==> src/sv/sts_pkg.sv <==
// ----------------------------------------------------------------------------
// sts_pkg: shared types and constants of the simulation time stepper
// Operation codes, status codes and the fixed field widths of the ports.
// ----------------------------------------------------------------------------
package sts_pkg;

    // Width of the time and step fields on the ports
    localparam int FIELD_W = 32;
    // Width of the step counter
    localparam int CNT_W   = 32;
    // Width of the snap tolerance register
    localparam int TOL_W   = 16;
    // Width of the configuration register index
    localparam int CFG_IDX_W = 2;

    typedef enum logic [1:0] {
        FUNC_ADVANCE = 2'd0,
        FUNC_APPEND  = 2'd1,
        FUNC_STEP    = 2'd2,
        FUNC_RESTART = 2'd3
    } func_t;

    typedef enum logic [2:0] {
        ST_OK         = 3'd0,
        ST_NOT_ASCEND = 3'd1,
        ST_TABLE_FULL = 3'd2,
        ST_CNT_OVF    = 3'd3,
        ST_END_BEFORE = 3'd4,
        ST_ZERO_STEP  = 3'd5
    } status_t;

    typedef enum logic [CFG_IDX_W-1:0] {
        CFG_START_TIME   = 2'd0,
        CFG_END_TIME     = 2'd1,
        CFG_INITIAL_STEP = 2'd2,
        CFG_TOLERANCE    = 2'd3
    } cfg_idx_t;

endpackage

==> src/sv/sts_ram.sv <==
// ----------------------------------------------------------------------------
// sts_ram: generic single-port-write, single-port-read RAM
// One write and one registered read per cycle; read returns old data on a
// same-address collision.
// ----------------------------------------------------------------------------
module sts_ram #(
    parameter int WIDTH = 32,
    parameter int DEPTH = 16
) (
    input  logic                                     clk,
    input  logic                                     we,
    input  logic [(DEPTH > 1 ? $clog2(DEPTH) : 1)-1:0] waddr,
    input  logic [WIDTH-1:0]                         wdata,
    input  logic [(DEPTH > 1 ? $clog2(DEPTH) : 1)-1:0] raddr,
    output logic [WIDTH-1:0]                         rdata
);

    logic [WIDTH-1:0] mem [DEPTH];
    logic [WIDTH-1:0] rdata_reg;

    always_ff @(posedge clk)
    begin
        if (we)
        begin
            mem[waddr] <= wdata;
        end
        rdata_reg <= mem[raddr];
    end

    assign rdata = rdata_reg;

endmodule

==> src/sv/sts_next_time.sv <==
// ----------------------------------------------------------------------------
// sts_next_time: next time calculation
// Regular step term with saturation, then snap to the end time and to the
// next unpassed breakpoint.
// ----------------------------------------------------------------------------
module sts_next_time #(
    parameter int TIME_WIDTH = 32,
    parameter int PASS_WIDTH = 5
) (
    input  logic [TIME_WIDTH-1:0]       base_time,
    input  logic [TIME_WIDTH-1:0]       step_size,
    input  logic [sts_pkg::CNT_W-1:0]   step_count,
    input  logic [PASS_WIDTH-1:0]       passed,
    input  logic [TIME_WIDTH-1:0]       bp_time,
    input  logic                        bp_valid,
    input  logic [TIME_WIDTH-1:0]       limit_time,
    input  logic [sts_pkg::TOL_W-1:0]   tolerance,
    output logic [TIME_WIDTH-1:0]       snap_time,
    output logic                        take_bp
);

    import sts_pkg::*;

    localparam int PROD_W = CNT_W + TIME_WIDTH;
    localparam int CMP_W  = (TIME_WIDTH > TOL_W) ? TIME_WIDTH : TOL_W;

    logic [CNT_W-1:0]      k;
    logic [PROD_W-1:0]     prod;
    logic [PROD_W:0]       sum;
    logic                  sat;
    logic [TIME_WIDTH-1:0] reg_time;
    logic [TIME_WIDTH-1:0] end_snap;

    // t at or past target, or short of it by no more than the tolerance
    function automatic logic near(input logic [TIME_WIDTH-1:0] target,
                                  input logic [TIME_WIDTH-1:0] t,
                                  input logic [TOL_W-1:0]      tol);
        logic [TIME_WIDTH-1:0] gap;
        gap = target - t;
        return (t >= target) || (CMP_W'(gap) <= CMP_W'(tol));
    endfunction

    always_comb
    begin
        k    = step_count - CNT_W'(passed) + CNT_W'(1);
        prod = {{TIME_WIDTH{1'b0}}, k} * {{CNT_W{1'b0}}, step_size};
        sum  = {1'b0, prod} + (PROD_W + 1)'(base_time);
        // saturate when the sum leaves the time range
        sat  = |sum[PROD_W:TIME_WIDTH];
        reg_time = sat ? {TIME_WIDTH{1'b1}} : sum[TIME_WIDTH-1:0];

        end_snap = near(limit_time, reg_time, tolerance) ? limit_time : reg_time;

        take_bp   = bp_valid && near(bp_time, end_snap, tolerance);
        snap_time = take_bp ? bp_time : end_snap;
    end

endmodule

==> src/sv/sim_time_stepper.sv <==
// ----------------------------------------------------------------------------
// sim_time_stepper: integer-tick simulation time stepper
// Advances time in regular steps from a start to an end time and stops at
// breakpoint times loaded in ascending order.
// ----------------------------------------------------------------------------
// Usage:
//   Input channel (in_valid/in_stall) carries func and operand. func selects
//   advance, append breakpoint, change step size or restart. Every input
//   transaction yields exactly one result transaction on the output channel
//   (out_valid/out_stall): current time, upcoming time, step length, steps
//   taken, at-end flag and status.
//   The result is written to the output register at the edge that accepts
//   the input. Throughput is one transaction per cycle while the receiver
//   does not stall; the step multiply, the snap compares and the
//   breakpoint lookup all sit in logic between the state and result registers.
//   When the receiver stalls, the result holds in the output register and
//   in_stall rises, so no new transaction is taken until it drains.
//   The breakpoint table is a RAM; the entry at the current breakpoint
//   index is prefetched every cycle so it is ready for the next item.
//   Reset (rst_n low, asynchronous) restores the register defaults, clears
//   time, counters and the breakpoint count. No clearing pass is needed.
//   Configuration writes (cfg_we/cfg_index/cfg_data) take effect at once
//   and are expected only while the block is idle.
// ----------------------------------------------------------------------------
module sim_time_stepper #(
    parameter int MAX_BREAKPOINTS = 16,
    parameter int TIME_WIDTH      = 32
) (
    input  logic                              clk,
    input  logic                              rst_n,
    // configuration port
    input  logic                              cfg_we,
    input  logic [sts_pkg::CFG_IDX_W-1:0]     cfg_index,
    input  logic [sts_pkg::FIELD_W-1:0]       cfg_data,
    // input channel
    input  logic                              in_valid,
    output logic                              in_stall,
    input  logic [1:0]                        func,
    input  logic [sts_pkg::FIELD_W-1:0]       operand,
    // output channel
    output logic                              out_valid,
    input  logic                              out_stall,
    output logic [sts_pkg::FIELD_W-1:0]       current_time,
    output logic [sts_pkg::FIELD_W-1:0]       upcoming_time,
    output logic [sts_pkg::FIELD_W-1:0]       step_length,
    output logic [sts_pkg::CNT_W-1:0]         steps_taken,
    output logic                              at_end,
    output logic [2:0]                        status
);

    import sts_pkg::*;

    localparam int TW = TIME_WIDTH;
    localparam int PW = $clog2(MAX_BREAKPOINTS + 1);
    localparam int AW = (MAX_BREAKPOINTS > 1) ? $clog2(MAX_BREAKPOINTS) : 1;
    localparam logic [PW-1:0] BP_MAX = PW'(MAX_BREAKPOINTS);

    // configuration registers
    logic [TW-1:0]    start_reg;
    logic [TW-1:0]    end_reg;
    logic [TW-1:0]    init_step_reg;
    logic [TOL_W-1:0] tol_reg;

    // stepper state
    logic [TW-1:0]    now_reg,    now_next;
    logic [TW-1:0]    follow_reg, follow_next;
    logic [TW-1:0]    step_reg,   step_next;
    logic [TW-1:0]    base_reg,   base_next;
    logic [CNT_W-1:0] count_reg,  count_next;
    logic [PW-1:0]    passed_reg, passed_next;
    logic [PW-1:0]    bpcnt_reg,  bpcnt_next;

    // cached breakpoint entries: first, last appended, last passed
    logic [TW-1:0]    first_reg,  first_next;
    logic [TW-1:0]    tail_reg,   tail_next;
    logic [TW-1:0]    last_reg,   last_next;

    // bypass for an entry written the cycle before it is read
    logic             fwd_reg;
    logic [TW-1:0]    fwd_data_reg;

    // output register
    logic             out_valid_reg;
    logic [FIELD_W-1:0] cur_out_reg;
    logic [FIELD_W-1:0] up_out_reg;
    logic [FIELD_W-1:0] len_out_reg;
    logic [CNT_W-1:0]   cnt_out_reg;
    logic               end_out_reg;
    status_t            status_reg;

    logic             accept;
    func_t            fn;
    logic [TW-1:0]    opnd;
    logic [TW-1:0]    ram_q;
    logic [TW-1:0]    next_bp;
    logic             ram_we;
    logic [AW-1:0]    ram_waddr;
    logic [AW-1:0]    ram_raddr;

    // operands of the next time calculation
    logic [TW-1:0]    base_sel;
    logic [TW-1:0]    step_sel;
    logic [CNT_W-1:0] cnt_sel;
    logic [PW-1:0]    pass_sel;
    logic [TW-1:0]    cand_sel;
    logic             cand_valid;
    logic [TW-1:0]    nt_time;
    logic             nt_take;

    logic             run;
    status_t          status_c;
    logic [TW-1:0]    len_c;

    // accept whenever the output register is free or draining this cycle
    assign in_stall = out_valid_reg && out_stall;
    assign accept   = in_valid && !in_stall;
    assign fn       = func_t'(func);
    assign opnd     = TW'(operand);
    assign next_bp  = fwd_reg ? fwd_data_reg : ram_q;

    // breakpoint table
    assign ram_waddr = bpcnt_reg[AW-1:0];
    assign ram_raddr = passed_next[AW-1:0];

    sts_ram #(
        .WIDTH (TW),
        .DEPTH (MAX_BREAKPOINTS)
    ) u_bp_ram (
        .clk   (clk),
        .we    (ram_we),
        .waddr (ram_waddr),
        .wdata (opnd),
        .raddr (ram_raddr),
        .rdata (ram_q)
    );

    // select the operands of the next time calculation per operation
    always_comb
    begin
        base_sel = base_reg;
        step_sel = step_reg;
        cnt_sel  = count_reg;
        pass_sel = passed_reg;
        cand_sel = next_bp;
        case (fn)
            FUNC_ADVANCE:
            begin
                cnt_sel = count_reg + CNT_W'(1);
            end
            FUNC_STEP:
            begin
                base_sel = now_reg;
                step_sel = opnd;
                cnt_sel  = '0;
            end
            FUNC_RESTART:
            begin
                base_sel = start_reg;
                step_sel = init_step_reg;
                cnt_sel  = '0;
                pass_sel = '0;
                cand_sel = first_reg;
            end
            default:
            begin
            end
        endcase
        cand_valid = pass_sel < bpcnt_reg;
    end

    sts_next_time #(
        .TIME_WIDTH (TW),
        .PASS_WIDTH (PW)
    ) u_next_time (
        .base_time  (base_sel),
        .step_size  (step_sel),
        .step_count (cnt_sel),
        .passed     (pass_sel),
        .bp_time    (cand_sel),
        .bp_valid   (cand_valid),
        .limit_time (end_reg),
        .tolerance  (tol_reg),
        .snap_time  (nt_time),
        .take_bp    (nt_take)
    );

    // state update for the accepted transaction
    always_comb
    begin
        now_next    = now_reg;
        follow_next = follow_reg;
        step_next   = step_reg;
        base_next   = base_reg;
        count_next  = count_reg;
        passed_next = passed_reg;
        bpcnt_next  = bpcnt_reg;
        first_next  = first_reg;
        tail_next   = tail_reg;
        last_next   = last_reg;
        ram_we      = 1'b0;
        run         = 1'b0;
        status_c    = ST_OK;

        if (accept)
        begin
            case (fn)
                FUNC_ADVANCE:
                begin
                    if (count_reg == {CNT_W{1'b1}})
                    begin
                        status_c = ST_CNT_OVF;
                    end
                    else
                    begin
                        count_next = count_reg + CNT_W'(1);
                        now_next   = follow_reg;
                        run        = 1'b1;
                    end
                end
                FUNC_APPEND:
                begin
                    if (bpcnt_reg >= BP_MAX)
                    begin
                        status_c = ST_TABLE_FULL;
                    end
                    else if (bpcnt_reg != '0 && opnd <= tail_reg)
                    begin
                        status_c = ST_NOT_ASCEND;
                    end
                    else
                    begin
                        ram_we     = 1'b1;
                        bpcnt_next = bpcnt_reg + PW'(1);
                        tail_next  = opnd;
                        if (bpcnt_reg == '0)
                        begin
                            first_next = opnd;
                        end
                    end
                end
                FUNC_STEP:
                begin
                    if (opnd == '0)
                    begin
                        status_c = ST_ZERO_STEP;
                    end
                    else if (opnd != step_reg)
                    begin
                        step_next  = opnd;
                        base_next  = now_reg;
                        count_next = '0;
                        run        = 1'b1;
                    end
                end
                FUNC_RESTART:
                begin
                    if (end_reg < start_reg)
                    begin
                        status_c = ST_END_BEFORE;
                    end
                    else if (init_step_reg == '0)
                    begin
                        status_c = ST_ZERO_STEP;
                    end
                    else
                    begin
                        step_next  = init_step_reg;
                        base_next  = start_reg;
                        now_next   = start_reg;
                        count_next = '0;
                        run        = 1'b1;
                    end
                end
                default:
                begin
                end
            endcase
        end

        if (run)
        begin
            follow_next = nt_time;
            passed_next = pass_sel + PW'(nt_take);
            if (nt_take)
            begin
                last_next = cand_sel;
            end
        end

        // step length as seen after this transaction
        len_c = step_next;
        if (follow_next == end_reg)
        begin
            len_c = end_reg - now_next;
        end
        if (passed_next != '0 && (follow_next == last_next || now_next == last_next))
        begin
            len_c = follow_next - now_next;
        end
    end

    // configuration, state and output valid
    always_ff @(posedge clk or negedge rst_n)
    begin
        if (!rst_n)
        begin
            start_reg     <= '0;
            end_reg       <= TW'(1000);
            init_step_reg <= TW'(1);
            tol_reg       <= '0;
            now_reg       <= '0;
            follow_reg    <= '0;
            step_reg      <= TW'(1);
            base_reg      <= '0;
            count_reg     <= '0;
            passed_reg    <= '0;
            bpcnt_reg     <= '0;
            fwd_reg       <= 1'b0;
            out_valid_reg <= 1'b0;
        end
        else
        begin
            if (cfg_we)
            begin
                case (cfg_idx_t'(cfg_index))
                    CFG_START_TIME:   start_reg     <= TW'(cfg_data);
                    CFG_END_TIME:     end_reg       <= TW'(cfg_data);
                    CFG_INITIAL_STEP: init_step_reg <= TW'(cfg_data);
                    CFG_TOLERANCE:    tol_reg       <= cfg_data[TOL_W-1:0];
                    default:
                    begin
                    end
                endcase
            end
            now_reg    <= now_next;
            follow_reg <= follow_next;
            step_reg   <= step_next;
            base_reg   <= base_next;
            count_reg  <= count_next;
            passed_reg <= passed_next;
            bpcnt_reg  <= bpcnt_next;
            // the RAM returns old data on a collision: take the written value
            fwd_reg    <= ram_we && (ram_waddr == ram_raddr);
            if (accept)
            begin
                out_valid_reg <= 1'b1;
            end
            else if (!out_stall)
            begin
                out_valid_reg <= 1'b0;
            end
        end
    end

    // cached entries and result payload
    always_ff @(posedge clk)
    begin
        first_reg    <= first_next;
        tail_reg     <= tail_next;
        last_reg     <= last_next;
        fwd_data_reg <= opnd;
        if (accept)
        begin
            cur_out_reg <= FIELD_W'(now_next);
            up_out_reg  <= FIELD_W'(follow_next);
            len_out_reg <= FIELD_W'(len_c);
            cnt_out_reg <= count_next;
            end_out_reg <= now_next >= end_reg;
            status_reg  <= status_c;
        end
    end

    assign out_valid     = out_valid_reg;
    assign current_time  = cur_out_reg;
    assign upcoming_time = up_out_reg;
    assign step_length   = len_out_reg;
    assign steps_taken   = cnt_out_reg;
    assign at_end        = end_out_reg;
    assign status        = status_reg;

endmodule

==> config.mk <==
export PLATFORM = sky130hd
export DESIGN_NAME = sim_time_stepper
export DESIGN_NICKNAME = d
export VERILOG_FILES = /design/src/sv/sts_pkg.sv /design/src/sv/sts_ram.sv /design/src/sv/sts_next_time.sv /design/src/sv/sim_time_stepper.sv
export SDC_FILE = /design/constraint.sdc
export NUM_CORES = 2
export LEC_CHECK = 0
export BUFFER_PORTS_ARGS = -buffer_cell sky130_fd_sc_hd__buf_2
export CORE_MARGIN = 3
export CORE_UTILIZATION = 30
export DETAILED_ROUTE_END_ITERATION = 8
export GPL_ROUTABILITY_DRIVEN = 1
export PLACE_DENSITY = 0.46
export SYNTH_ARGS = -nofsm -noshare
export SYNTH_HDL_FRONTEND = slang
export SYNTH_HIERARCHICAL = 1
export SYNTH_SLANG_ARGS = --single-unit
==> constraint.sdc <==
create_clock -name clk -period 56.8 [get_ports clk]
set_clock_uncertainty 0.2 [all_clocks]
set_input_delay 2.84 -clock clk [delete_from_list [all_inputs] [get_ports clk]]
set_output_delay 2.84 -clock clk [all_outputs]
set_load 0.05 [all_outputs]
==> metrics.md <==
| Metric | Value |
|---|---|
| Most flop-heavy register | u_bp_ram/mem |
| Post-DP HPWL | ~290000 um |
| Critical path required time | between 50 and 60 ns |
| Net Count, Synth | about 11000 |
| Vias per inst | between 5 and 6 |
| Most frequent cells in the layout | inv_1 (1112), nand2_1 (1067), fa_1 (931) |
| Clock sinks | roughly 1100 |
| Fin crit share | 0.668 |
| Syn. warnings | 6 |
| Max cap viols | 0 |
| Grt ovf | 0 |
| Initial antenna violation count | 30 |
| Synth cell types | between 100 and 150 |
| Type of the worst setup path | in2reg |
| Die X-Extent | about 570 um |
| Seq/Total Area, Yosys | 0.320 |
| Full die area | between 300000 and 400000 um^2 |
| CTS Buf Count | 118 |
| Vias in the first global route | between 70000 and 80000 |
| Slew Limit Fails | 0 |
| Synth Cell Area | ~95000 um^2 |
| Deepest clock path buffer count | 3 |
| Hold Vio Cnt, Final | 0 |
| Worst path slowest cell | nand2_2 |
| Top_reg_cell synth | edfxtp_1 |
| Post-CTS Hold Buffers | 0 |
| DP Cell Count | around 13000 |
| Reg-to-Reg End | step_length[16] |
| Ports | approximately 210 |
| RSZ-0062 raised after global routing | false |
| Fin nets | roughly 11000 |
| Final non-filler cell total | about 14000 |
| Post-synthesis average cell area | between 10 and 15 um^2 |
| Routability cong. | slightly below 1 |
| Run status | finished clean |
| Min setup slack post-route | between 15 and 20 ns |
| Wire per inst | between 20 and 30 um |
| Critical path launch point | func[0] |
| Syn-to-layout area delta | 10.9% |
| Max reg flops | a little over 500 |
| Share of layout cells above drive strength 1 | 0.113 |
| Register-to-register setup slack | approximately 22 ns |
| Drc violations | 0 |
| Commonest non-fill, non-tap cell in the layout | inv_1 |
| H-tree Lvls | 3 |
| Root buf cell | clkbuf_16 |
| Setup_tns | 0 ns |
| Largest net degree at the start of global routing | between 100 and 150 |
| Initial core utilization | 0.302 |
| Total wire length | ~380000 um |
| HP Start | base_reg[9] |
| Max incr delay on CP | between 0.9 and 1 ns |
| Hold Path Sink | base_reg[9] |
| Tightest Hold Check Type | reg2reg |
| Hold path cells | 2 |
| DRT Pass-1 Iters | 6 |
| First-pass GRT wire length | 553000 um |
| Worst-path maximum fanout | 67 |
| Row cnt | between 200 and 250 |
| Worst hold slack | around 0.28 ns |
| Filler cells | about 32000 |
| Final ANT Viol Nets | 0 |
| Resized cells post-CTS | 0 |
| Final min period | about 38 ns |
| Worst skew pair latency | between 0.7 and 0.8 ns |
| Count of buffers from port buffering | a little over 200 |
| Dpl ws | roughly 19 ns |
| Die H | 568 um |
| Clk slew on worst S/H paths | 0.06 ns |
| Post-synth EDFFs | between 700 and 800 |
| Reg2reg start | count_reg[0] |
| CP Launch Type | input pin |
| Core area | between 300000 and 400000 um^2 |
| Fraction of registers with async set/reset | 0.261 |
| Endpoints failing setup | 0 |
| Vias | just over 70000 |
| FMAX | approximately 26 MHz |
| Worst-case reg-to-reg path depth | between 100 and 150 |
| GRT Overall Usage | 0.235 |
| Synth Instances | ~9300 |
| Postcts setup bufs | 0 |
| Arrival time of the worst setup path | around 38 ns |
| 1st-iter DRT viols | 6817 |
| CTS tree | built |
| Slew HR | 0.130 |
| Most used cell, CP | o21ai_0 |
| Seq cells post-synth | between 1000 and 1500 |
| Worst-Margin Slew | around 1.3 ns |
| CP Capture Type | flop |
[final cells by class]
class,instances,area (um^2),share of cell area
Antenna cell,13,32.5,0.000310
Clock buffer,159,3280,0.0313
Tap cell,4140,5180,0.0494
Clock inverter,66,813,0.00775
Sequential cell,1088,30300,0.289
Inverter,1116,4190,0.0400
Timing Repair Buffer,412,2600,0.0248
Multi-Input combinational cell,6532,58500,0.558
[layer usage]
layer	share of wire	wire [um]	global-route usage	up-vias
li1	-	-	-	31500
met5	0.00015	58	0	-
met4	0.041	15900	0.0867	8
met1	0.43	166000	0.319	37900
met2	0.47	179000	0.383	2747
met3	0.060	23200	0.0290	562
[cell families after synthesis]
logic type	Yosys count	synth area share
AO/OA/AOI/OAI	1561	0.110
XOR/XNOR	337	0.0312
adder cells (fa/ha/maj)	1473	0.268
buffers and inverters	1647	0.0676
flip-flops	1088	0.320
multiplexers	379	0.0583
AND/OR/NAND/NOR	2782	0.144
[how the worst max path moves through the flow]
| stage | to | slack (ns) | depth (start not counted) |
|---|---|---|---|
| 3_5_place_dp | step_length[16] | 18.72 | 130 |
| 6_report | step_length[16] | 18.88 | 129 |
| 3_3_place_gp | step_length[16] | 18.23 | 132 |
| 2_1_floorplan | step_length[24] | 25.86 | 144 |
| 4_1_cts | step_length[16] | 19.35 | 130 |
| 5_1_grt | step_length[16] | 16.30 | 131 |
[cells in the mapped netlist, types with 142 or more instances]
library cell / n / area [um^2]
mux2i_1: 156 / 1560
a22oi_1: 180 / 1350
fa_1: 931 / 18600
nor2_1: 418 / 1570
o21ai_0: 367 / 1840
nand2_1: 1089 / 4090
xnor2_1: 263 / 2300
dfrtp_1: 276 / 6910
ha_1: 506 / 6330
clkbuf_1: 401 / 1510
edfxtp_1: 708 / 21300
and2_1: 541 / 3380
nand4_1: 142 / 888
a21oi_1: 354 / 1770
inv_1: 1113 / 4180
[critical path, delay by kind of cell]
kind            cells  cell delay (ns)
buf+inv            15             3.63
compound gates     55            13.68
mux                 3             1.10
xor+xnor            5             0.83
fa+ha+maj          21             8.01
simple gates       30             7.93
[through the flow]
step,util,instance area (um^2)
floorplan,-,94600
global placement,0.322,101000
detailed placement,0.322,101000
CTS,0.335,105000
global route,0.335,105000
finish,0.335,105000
Power is not shown: default switching activity piles up to over one toggle a cycle in this logic, so the estimate is an artifact.
